**config.mk**
```make
export PLATFORM = sky130hd
export DESIGN_NAME = ipc_ctrl
export DESIGN_NICKNAME = d
export VERILOG_FILES = /design/src/design/ipc_pkg.sv /design/src/design/ipc_ctrl.sv
export SDC_FILE = /design/constraint.sdc
export NUM_CORES = 1
export LEC_CHECK = 0
export BUFFER_PORTS_ARGS = -buffer_cell sky130_fd_sc_hd__clkbuf_2
export CAP_MARGIN = 10
export CORE_MARGIN = 3
export CORE_UTILIZATION = 45
export CTS_BUF_LIST = sky130_fd_sc_hd__clkbuf_2
export CTS_CLUSTER_DIAMETER = 200
export DETAILED_ROUTE_END_ITERATION = 7
export PLACE_DENSITY = 0.67
export REMOVE_ABC_BUFFERS = 1
export SYNTH_ARGS = -nofsm -noshare
export SYNTH_HDL_FRONTEND = slang
export SYNTH_SLANG_ARGS = --single-unit
```
**constraint.sdc**
```tcl
create_clock -name clk -period 2.41 [get_ports clk]
set_input_delay 0.1205 -clock clk [delete_from_list [all_inputs] [get_ports clk]]
set_output_delay 0.1205 -clock clk [all_outputs]
set_load 0.01 [all_outputs]
```
**src/design/ipc_pkg.sv**
```systemverilog
// Shared types and constants for the interval partition counter.
`timescale 1ns / 1ps
package ipc_pkg;

  localparam int TIME_W = 32;
  localparam int EXTRA_W = 10;
  localparam logic [EXTRA_W-1:0] EXTRA_MAX = 10'd1023;

  typedef enum logic [3:0] {
    OP_NONE,
    OP_LOAD,
    OP_SORT_OUTER,
    OP_SORT_KEY,
    OP_SORT_RD,
    OP_SORT_CMP,
    OP_SW_RD,
    OP_SW_DEC,
    OP_PU_CHK,
    OP_PU_CMP,
    OP_RP_L,
    OP_RP_R,
    OP_RP_CMP,
    OP_DONE
  } op_t;

  typedef struct packed {
    op_t  op;
    logic accept;
  } ipc_cmd_t;

  typedef struct packed {
    logic sort_done;
    logic sj_zero;
    logic key_gt;
    logic sw_done;
    logic reuse;
    logic pu_root;
    logic pu_stop;
    logic rp_leaf;
    logic rp_stop;
  } ipc_sts_t;

endpackage

```
**src/design/ipc_ctrl.sv**
```systemverilog
// Sequencing state machine for the interval partition counter.
`timescale 1ns / 1ps
module ipc_ctrl import ipc_pkg::*; (
  input  logic     clk,
  input  logic     rst_n,
  input  logic     in_valid,
  input  logic     in_last,
  output logic     in_ready,
  output logic     out_valid,
  input  logic     out_ready,
  input  ipc_sts_t sts,
  output ipc_cmd_t cmd
);

  typedef enum logic [12:0] {
    S_LOAD       = 13'b0000000000001,
    S_SORT_OUTER = 13'b0000000000010,
    S_SORT_KEY   = 13'b0000000000100,
    S_SORT_RD    = 13'b0000000001000,
    S_SORT_CMP   = 13'b0000000010000,
    S_SW_RD      = 13'b0000000100000,
    S_SW_DEC     = 13'b0000001000000,
    S_PU_CHK     = 13'b0000010000000,
    S_PU_CMP     = 13'b0000100000000,
    S_RP_L       = 13'b0001000000000,
    S_RP_R       = 13'b0010000000000,
    S_RP_CMP     = 13'b0100000000000,
    S_DONE       = 13'b1000000000000
  } state_t;

  state_t state_r, state_nxt;
  logic   out_valid_r, out_valid_nxt;
  logic   accept;
  logic   slot_free;

  assign in_ready  = (state_r == S_LOAD);
  assign accept    = in_valid && in_ready;
  assign out_valid = out_valid_r;
  assign slot_free = !out_valid_r || out_ready;

  always_comb begin
    state_nxt  = state_r;
    cmd.accept = accept;
    cmd.op     = OP_NONE;
    unique case (state_r)
      S_LOAD: begin
        cmd.op = OP_LOAD;
        if (accept && in_last) state_nxt = S_SORT_OUTER;
      end
      S_SORT_OUTER: begin
        cmd.op    = OP_SORT_OUTER;
        state_nxt = sts.sort_done ? S_SW_RD : S_SORT_KEY;
      end
      S_SORT_KEY: begin
        cmd.op    = OP_SORT_KEY;
        state_nxt = S_SORT_RD;
      end
      S_SORT_RD: begin
        cmd.op    = OP_SORT_RD;
        state_nxt = sts.sj_zero ? S_SORT_OUTER : S_SORT_CMP;
      end
      S_SORT_CMP: begin
        cmd.op    = OP_SORT_CMP;
        state_nxt = sts.key_gt ? S_SORT_RD : S_SORT_OUTER;
      end
      S_SW_RD: begin
        cmd.op    = OP_SW_RD;
        state_nxt = sts.sw_done ? S_DONE : S_SW_DEC;
      end
      S_SW_DEC: begin
        cmd.op    = OP_SW_DEC;
        state_nxt = sts.reuse ? S_RP_L : S_PU_CHK;
      end
      S_PU_CHK: begin
        cmd.op    = OP_PU_CHK;
        state_nxt = sts.pu_root ? S_SW_RD : S_PU_CMP;
      end
      S_PU_CMP: begin
        cmd.op    = OP_PU_CMP;
        state_nxt = sts.pu_stop ? S_SW_RD : S_PU_CHK;
      end
      S_RP_L: begin
        cmd.op    = OP_RP_L;
        state_nxt = sts.rp_leaf ? S_SW_RD : S_RP_R;
      end
      S_RP_R: begin
        cmd.op    = OP_RP_R;
        state_nxt = S_RP_CMP;
      end
      S_RP_CMP: begin
        cmd.op    = OP_RP_CMP;
        state_nxt = sts.rp_stop ? S_SW_RD : S_RP_L;
      end
      S_DONE: begin
        if (slot_free) begin
          cmd.op    = OP_DONE;
          state_nxt = S_LOAD;
        end
      end
      default: state_nxt = S_LOAD;
    endcase
  end

  always_comb begin
    out_valid_nxt = out_valid_r;
    if (cmd.op == OP_DONE) out_valid_nxt = 1'b1;
    else if (out_ready)    out_valid_nxt = 1'b0;
  end

  always_ff @(posedge clk) begin
    if (!rst_n) begin
      state_r     <= S_LOAD;
      out_valid_r <= 1'b0;
    end else begin
      state_r     <= state_nxt;
      out_valid_r <= out_valid_nxt;
    end
  end

endmodule

```
* After elaboration in Yosys (flattened, before gate mapping)
Cells that the tools add are included.
** Cells by class
- Equality and inequality tests :: 16
- Mux-type cells :: 16
- Reduce and logical (&&, ||, !) cells :: 6
** Operator list (number)
- $pmux 13 s13 :: 1
- $pmux 4 s13 :: 1
- $mux 13 :: 3
- $mux 10 :: 2
- $eq 13x1->1 const B :: 1
- $eq 13x10->1 const B :: 1
- $eq 13x11->1 const B :: 1
- $eq 13x12->1 const B :: 1
- $eq 13x13->1 const B :: 1
- $eq 13x2->1 const B :: 1
- $eq 13x3->1 const B :: 1
- $eq 13x4->1 const B :: 1
- $eq 13x5->1 const B :: 1
- $eq 13x6->1 const B :: 1
- $eq 13x7->1 const B :: 1
- $eq 13x8->1 const B :: 1
- $eq 13x9->1 const B :: 1
- $mux 11 :: 1
- $mux 9 :: 1
- $mux 4 :: 2
- $mux 8 :: 1
- $mux 6 :: 1
- $mux 5 :: 1
- $eq 4x4->1 const B :: 1
- 8 further kinds :: 10
** Storage, ports and cells
- Flip-flop bits (word level) :: 14
- Bits of input ports :: 14
- Output and inout bits :: 7
- Logic and storage cells :: 40

* Depth between registers and ports, before layout
Gate-level depths: netlist of the first run.
- Depth after elaboration :: 6
- Gate-level depth with buffers :: 6
- Gate-level depth less buffers :: 5

* Least setup slack after synthesis of the first run
No wires, ideal clock.
- Path kind :: register to register
- Start :: register state_r[9]
- End :: register state_r[7]
- Library setup time :: 0.058 ns
- Arrival time :: 1.706 ns
- Slack :: 0.646 ns
- Cell stages (with the launch flop) :: 7
- Path buffers :: 1
- Clock period less this slack :: 1.764 ns
- Cells stage by stage :: dfxtp_1 > buf_6 > or4_4 > nor4_4 > and3b_1 > nor2b_1 > o21a_1
** Between the ends
- Word-level cells in the longest chain between the ends :: 5
- Elaborated cells between the ends (all ways) :: 19
** RTL lines
- from (decl) :: RTL line ipc_ctrl.sv:31 : state_t state_r, state_nxt;
- from (signal assigned) :: RTL line ipc_ctrl.sv:115 : state_r <= state_nxt;
- $eq 13x1->1 :: RTL line ipc_ctrl.sv:36, ipc_ctrl.sv:45
- $logic_and 1x1->1 :: RTL line ipc_ctrl.sv:37 : assign accept = in_valid && in_ready;
- $logic_and 1x1->1 :: RTL line ipc_ctrl.sv:48 : if (accept && in_last) state_nxt = S_SORT_OUTER;
- $ne 2x1->1 (no line)
- $reduce_and 2->1 (no line)
Parallel ways exist; a longest one is shown, timed or not.
A chain may end at the register's enable or synchronous reset.

==> results of run 1 <==
## area by class of cell
cell class                      instances  area, um2  area share [%]
Clock buffer                            3       15.0            1.27
Sequential cell                        14        285            24.1
Inverter                                1       3.75           0.317
Clock inverter                          1       3.75           0.317
Tap cell                               27       33.8            2.85
Timing Repair Buffer                   25        145            12.3
Multi-Input combinational cell        105        697            58.9
## metrics by stage
stage	setup slack, ps	cell area [um2]	utilization [%]	power [uW]	hold slack, ps
floorplan	660	980	-	493	196
global placement	384	1130	54.7	617	318
detailed placement	373	1130	54.7	615	320
CTS	22.0	1160	56.1	735	1.60
global route	1.09	1180	57.4	792	27.0
finish	135	1180	57.4	741	51.1
## report_power, final
group	switching [uW]	leakage (uW)	total, uW	internal (uW)
sequential	26.4	0.000115	274	247
clock	84.6	0.0000140	121	36.0
combinational	183	0.000376	347	164
total	294	0.000505	741	447
## logic make-up (layout without fill, tap and decap cells)
logic type                Yosys count  after routing  share of synthesized area (%)
DFF                                14             14                           27.2
buffers and inverters              11             30                           5.34
xor gates and xnor gates            5              5                           4.25
AOI/OAI and AO/OA                  26             26                           17.6
and+or+nand+nor                    74             74                           45.6
## state kept, by name, summed over array words and instances, names as in the netlist
register   flops
state_r       13
out_valid      1
## how the worst min path moves through the flow
stage / start / endpoint / slack, ps / cells past startpoint
floorplan: sts[3] / state_r[8] / 200 / 1
global placement: sts[1] / state_r[10] / 320 / 2
detailed placement: sts[1] / state_r[10] / 320 / 2
CTS: sts[7] / state_r[4] / 2 / 2
global route: sts[4] / state_r[9] / 30 / 3
finish: sts[4] / state_r[9] / 50 / 3
## placed cells by master, fill, tap and decap left out, types with 2 or more instances in the layout
cell type,instances
or4_1,2
nand3_1,5
nor4_1,5
nor2b_1,7
o21ai_0,7
a22oi_1,2
buf_4,2
dfxtp_1,10
and3b_1,2
clkbuf_2,23
a21boi_1,2
dfxtp_2,4
and2_1,2
a21oi_1,2
and3_1,2
nor4b_1,3
xor2_1,5
nand4_1,2
o21ai_1,2
nor2_1,11
nor3_1,6
dlygate4sd3_1,3
and4b_1,2
nand2_1,12
and4bb_1,2
or4_4,2
## worst max-delay path: stages, from the launching register on
cell      delay (ps)
dfxtp_2          400
or4_4            590
nor4_4           350
and3b_2          270
or4_1            120
clkbuf_2         120
## what timing repair did
| item | in CTS | in global routing |
|---|---|---|
| gates resized for setup | 0 | 5 |
| endpoints found under the hold margin | 1 | 2 |
| hold buffers | 1 | 2 |
| setup endpoints to repair | 0 | 2 |
## metal layers
layer  vias up  global-route usage [%]  routed length (um)
met5         -                       0                   0
met1       480                    26.8                1210
li1        527                       -                   -
met4         0                    10.2                  59
met2        60                    32.3                1220
met3         9                    6.09                 271
==> impl_metrics.yaml, run 1 <==
sta:
  fin_setup_tns_ps: 0
  hold_violations: 0
  period_needed_ps: 2280
  timing.fmax_mhz: 440
  max_slew_margin_pct: 62.1
  fin_crit_sh_pct: 94.4
  slew_viol_final: 0
  setup_viol: 0
  rsz0062_at_grt: "false"
  clock_skew_ps: 3.50
  worstMarginPinSlew_ps: 560
floorplanning:
  io_pins: 21
  die_y_um: 53.9
  dieWidth_um: 53.9
  rows: 16
  dieArea_um2: 2900
  initial_core_util_pct: 50.0
  fp.coreArea_um2: 2060
route:
  routed_wl_um: 2760
  drc_errors: 0
  num_vias: 1076
  ant_nets: 0
  via_per_inst: 6.11
  wire_per_inst_um: 15.7
  drtIter0Drc: 66
  drtPass1Iterations: 5
cts:
  ctsLongestPathBuffers: 2
  post_cts_buffers: 0
  htree_levels: 1
  cts_sinks: 14
  clkLatencyLatePin_ps: 300
  cts-root-buf: "clkbuf_2"
  clk_pin_slew_worst_paths_ps: 150
  cts_buffers: 3
  cts_tree: "built"
global_route:
  grt_pass1_wl_um: 4380
  grt_usage_pct: 21.1
  grt_start_max_net_pins: 13
  grt_pass1_vias: 979
  antenna_found_initial: 0
  overflow: 0
critical_path:
  endpoint: "cmd[1]"
  cp.required_ps: 2290
  worstPathArrival_ps: 2150
  r2r_start: "state_r[1]"
  ff2ff_setup_slack_ps: 460
  start_kind: "flop"
  startpoint: "state_r[8]"
  crit_type: "flop to output port"
  reg2reg_depth: 5
  critPathMaxFanout: 11
  reg2reg_to: "state_r[12]"
  cp-end-kind: "output port"
placement:
  dp.cells: 169
  port-buffer-count: 20
  dp_hpwl_um: 2070
  gp_congestion: 0.982
synth:
  synth_top_area_share_pct: 27.2
  synth_seq_cells: 14
  ys.flop_type: "dfxtp_1"
  ys_seq_area_share_pct: 27.2
  ys_types: 47
  yosys.area.top_type: "dfxtp_1"
  ys_top_cells_by_count: "dfxtp_1 (14), nand2_1 (12), nor2_1 (11)"
  synth_area_per_cell_um2: 7.93
  ys.warnings.count: 0
  synth.area.top_cells: "dfxtp_1 (27%), nand2_1 (4.4%), nor2b_1 (4.2%), xor2_1 (4.2%), nor2_1 (4.0%)"
  synth_area_um2: 1030
  yosysMostFrequentCell: "dfxtp_1"
  synthArstFlopShare_pct: 0
  synth_edf_count: 0
  synthCells: 130
power_and_ir_drop:
  p_leak_uw: 0.000505
  vdd.ir_drop.worst_mv: 0.463
  power_density_nw_per_um2: 626
layout:
  num_antenna_cells: 0
  fin_nets: 164
  area_delta_synth_final_pct: 14.8
  fill_cells: 191
  finalNonFillerCells: 176
  drive_gt1_share_pct: 25.5
flow_run:
  maxCapViolations: 0
status:
  status: "finished, final reports clean"
hold_path:
  hold_class: "primary input to flop"
No activity file was read; power rests on OpenSTA's default activity.
==> run 2: changes to the inputs <==
--- a/config.mk
+++ b/config.mk
@@ -9,7 +9,7 @@
 export CAP_MARGIN = 10
 export CORE_MARGIN = 3
 export CORE_UTILIZATION = 45
-export CTS_BUF_LIST = sky130_fd_sc_hd__clkbuf_2
+export CTS_BUF_LIST = sky130_fd_sc_hd__clkbuf_8
 export CTS_CLUSTER_DIAMETER = 200
 export DETAILED_ROUTE_END_ITERATION = 7
 export PLACE_DENSITY = 0.67
==> run 2 against run 1 <==
Compared with the run above: first-iteration DRC count shrank 24%; die area is the same; highest routed layer unchanged; critical endpoint unchanged; sequential cell count is the same; critical path depth is the same.
==> impl_metrics.yaml, run 2 (synthesized netlist as in run 1, its figures left out) <==
power_and_ir_drop:
  p_clk_share_pct: 27.1
  power_density_nw_per_um2: 714
  p_comb_share_pct: 40.5
  vdd.ir_drop.worst_mv: 0.466
  seqPwrFrac_pct: 32.4
  total_power_uw: 847
  sw_frac_of_total_pct: 34.7
  p_leak_uw: 0.000506
  power.internal_uw: 553
  p_switching_uw: 294
sta:
  slew_viol_final: 0
  fin_crit_sh_pct: 93.4
  worstMarginPinSlew_ps: 592
  max_slew_margin_pct: 60.0
  period_needed_ps: 2250
  rsz0062_at_grt: "false"
  setup_viol: 0
  clock_skew_ps: 0.948
  timing.fmax_mhz: 444
  hold_violations: 0
  fin_setup_tns_ps: 0
  whs_ps: 71.0
critical_path:
  cp-end-kind: "output port"
  start_kind: "flop"
  endpoint: "cmd[1]"
  worstPathArrival_ps: 2130
  reg2reg_depth: 4
  reg2reg_to: "state_r[1]"
  crit_type: "flop to output port"
  ff2ff_setup_slack_ps: 410
  cp.required_ps: 2290
  r2r_start: "state_r[8]"
  startpoint: "state_r[8]"
  critPathMaxFanout: 11
floorplanning:
  fp.coreArea_um2: 2060
  initial_core_util_pct: 50.0
  dieArea_um2: 2900
  die_y_um: 53.9
  io_pins: 21
  rows: 16
  dieWidth_um: 53.9
cts:
  cts_tree: "built"
  post_cts_buffers: 0
  cts-root-buf: "clkbuf_8"
  cts_sinks: 14
  clk_pin_slew_worst_paths_ps: 60
  cts_buffers: 3
  cts_hold_buf: 0
  htree_levels: 1
  clkLatencyLatePin_ps: 240
  ctsLongestPathBuffers: 2
layout:
  drive_gt1_share_pct: 24.0
  layout_commonest_cell: "clkbuf_2"
  area_delta_synth_final_pct: 14.9
  top_register: "state_r"
  utilization_pct: 57.5
  largest_reg_flops: 13
  num_antenna_cells: 0
  fin_nets: 161
  layout_common_cells: "clkbuf_2 (20), dfxtp_1 (13), nand2_1 (12)"
route:
  num_vias: 1069
  drtPass1Iterations: 4
  routed_wl_um: 2760
  ant_nets: 0
  wire_per_inst_um: 16.0
  via_per_inst: 6.18
  drc_errors: 0
  drtIter0Drc: 50
placement:
  port-buffer-count: 20
  gp_congestion: 0.982
  dp_hpwl_um: 2070
global_route:
  grtUsageMet3_pct: 5.82
  busiest_layer: "met2"
  grt_usage_pct: 21.2
  grt_pass1_wl_um: 4440
  antenna_found_initial: 0
  grt_pass1_vias: 1001
  overflow: 0
  grt_start_max_net_pins: 13
  grt_util_met1_pct: 27.3
  met2_usage_pct: 31.3
status:
  status: "finished, final reports clean"
hold_path:
  hold_class: "primary input to flop"
  hold_depth: 2
flow_run:
  maxCapViolations: 0
## run 2: cell count changes in the layout (fill, tap and decap cells not counted), sizes merged
cell / before / now
clkbuf: 23 / 24
clkinv: 1 / 0
dlygate4sd3: 3 / 0
## run 2: repair_timing
action | 4_1_cts | 5_1_grt
hold endpoints to repair | 0 | 0
setup endpoints to repair | 0 | 1
gates resized for setup | 0 | 1
## run 2: area by class of cell
type                    instances  area, um2
fillers                       198        877
multi-input cells             105        696
flip-flops and latches         14        282
repair buffers                 22        115
clock buffers                   4       55.1
well taps                      27       33.8
inverters                       1       3.75
## run 2: per-layer routing
layer  vias up  part of all wire [%]
met5         -                     0
met4         0                  0.83
met3         4                   9.7
met2        58                    47
met1       487                    43
li1        520                     -
## run 2: worst min path at each step
stage	from	endpoint	slack (ps)
floorplan	sts[3]	state_r[8]	200
global placement	sts[1]	state_r[10]	320
detailed placement	sts[1]	state_r[10]	320
CTS	sts[1]	state_r[10]	60
global route	sts[7]	state_r[4]	60
finish	sts[1]	state_r[10]	70
## run 2: power by group through the flow
stage,clock network [uW],logic [uW],registers (uW)
after CTS,234,340,274
after global routing,248,376,276
after floorplan,0,214,279
after global placement,0,339,279
after detailed placement,0,337,278
final,230,343,274
## run 2: stage by stage
stage	instance area (um2)	setup slack, ps	cells
floorplan	980	660	120
global placement	1130	384	169
detailed placement	1130	373	169
CTS	1180	98.2	173
global route	1180	21.9	173
finish	1180	160	173
## run 2: critical path, cell delays in order, from the launching register on
cell	delay (ps)
dfxtp_1	400
or4_4	610
nor4_4	350
and3b_1	270
or4_1	140
clkbuf_2	120
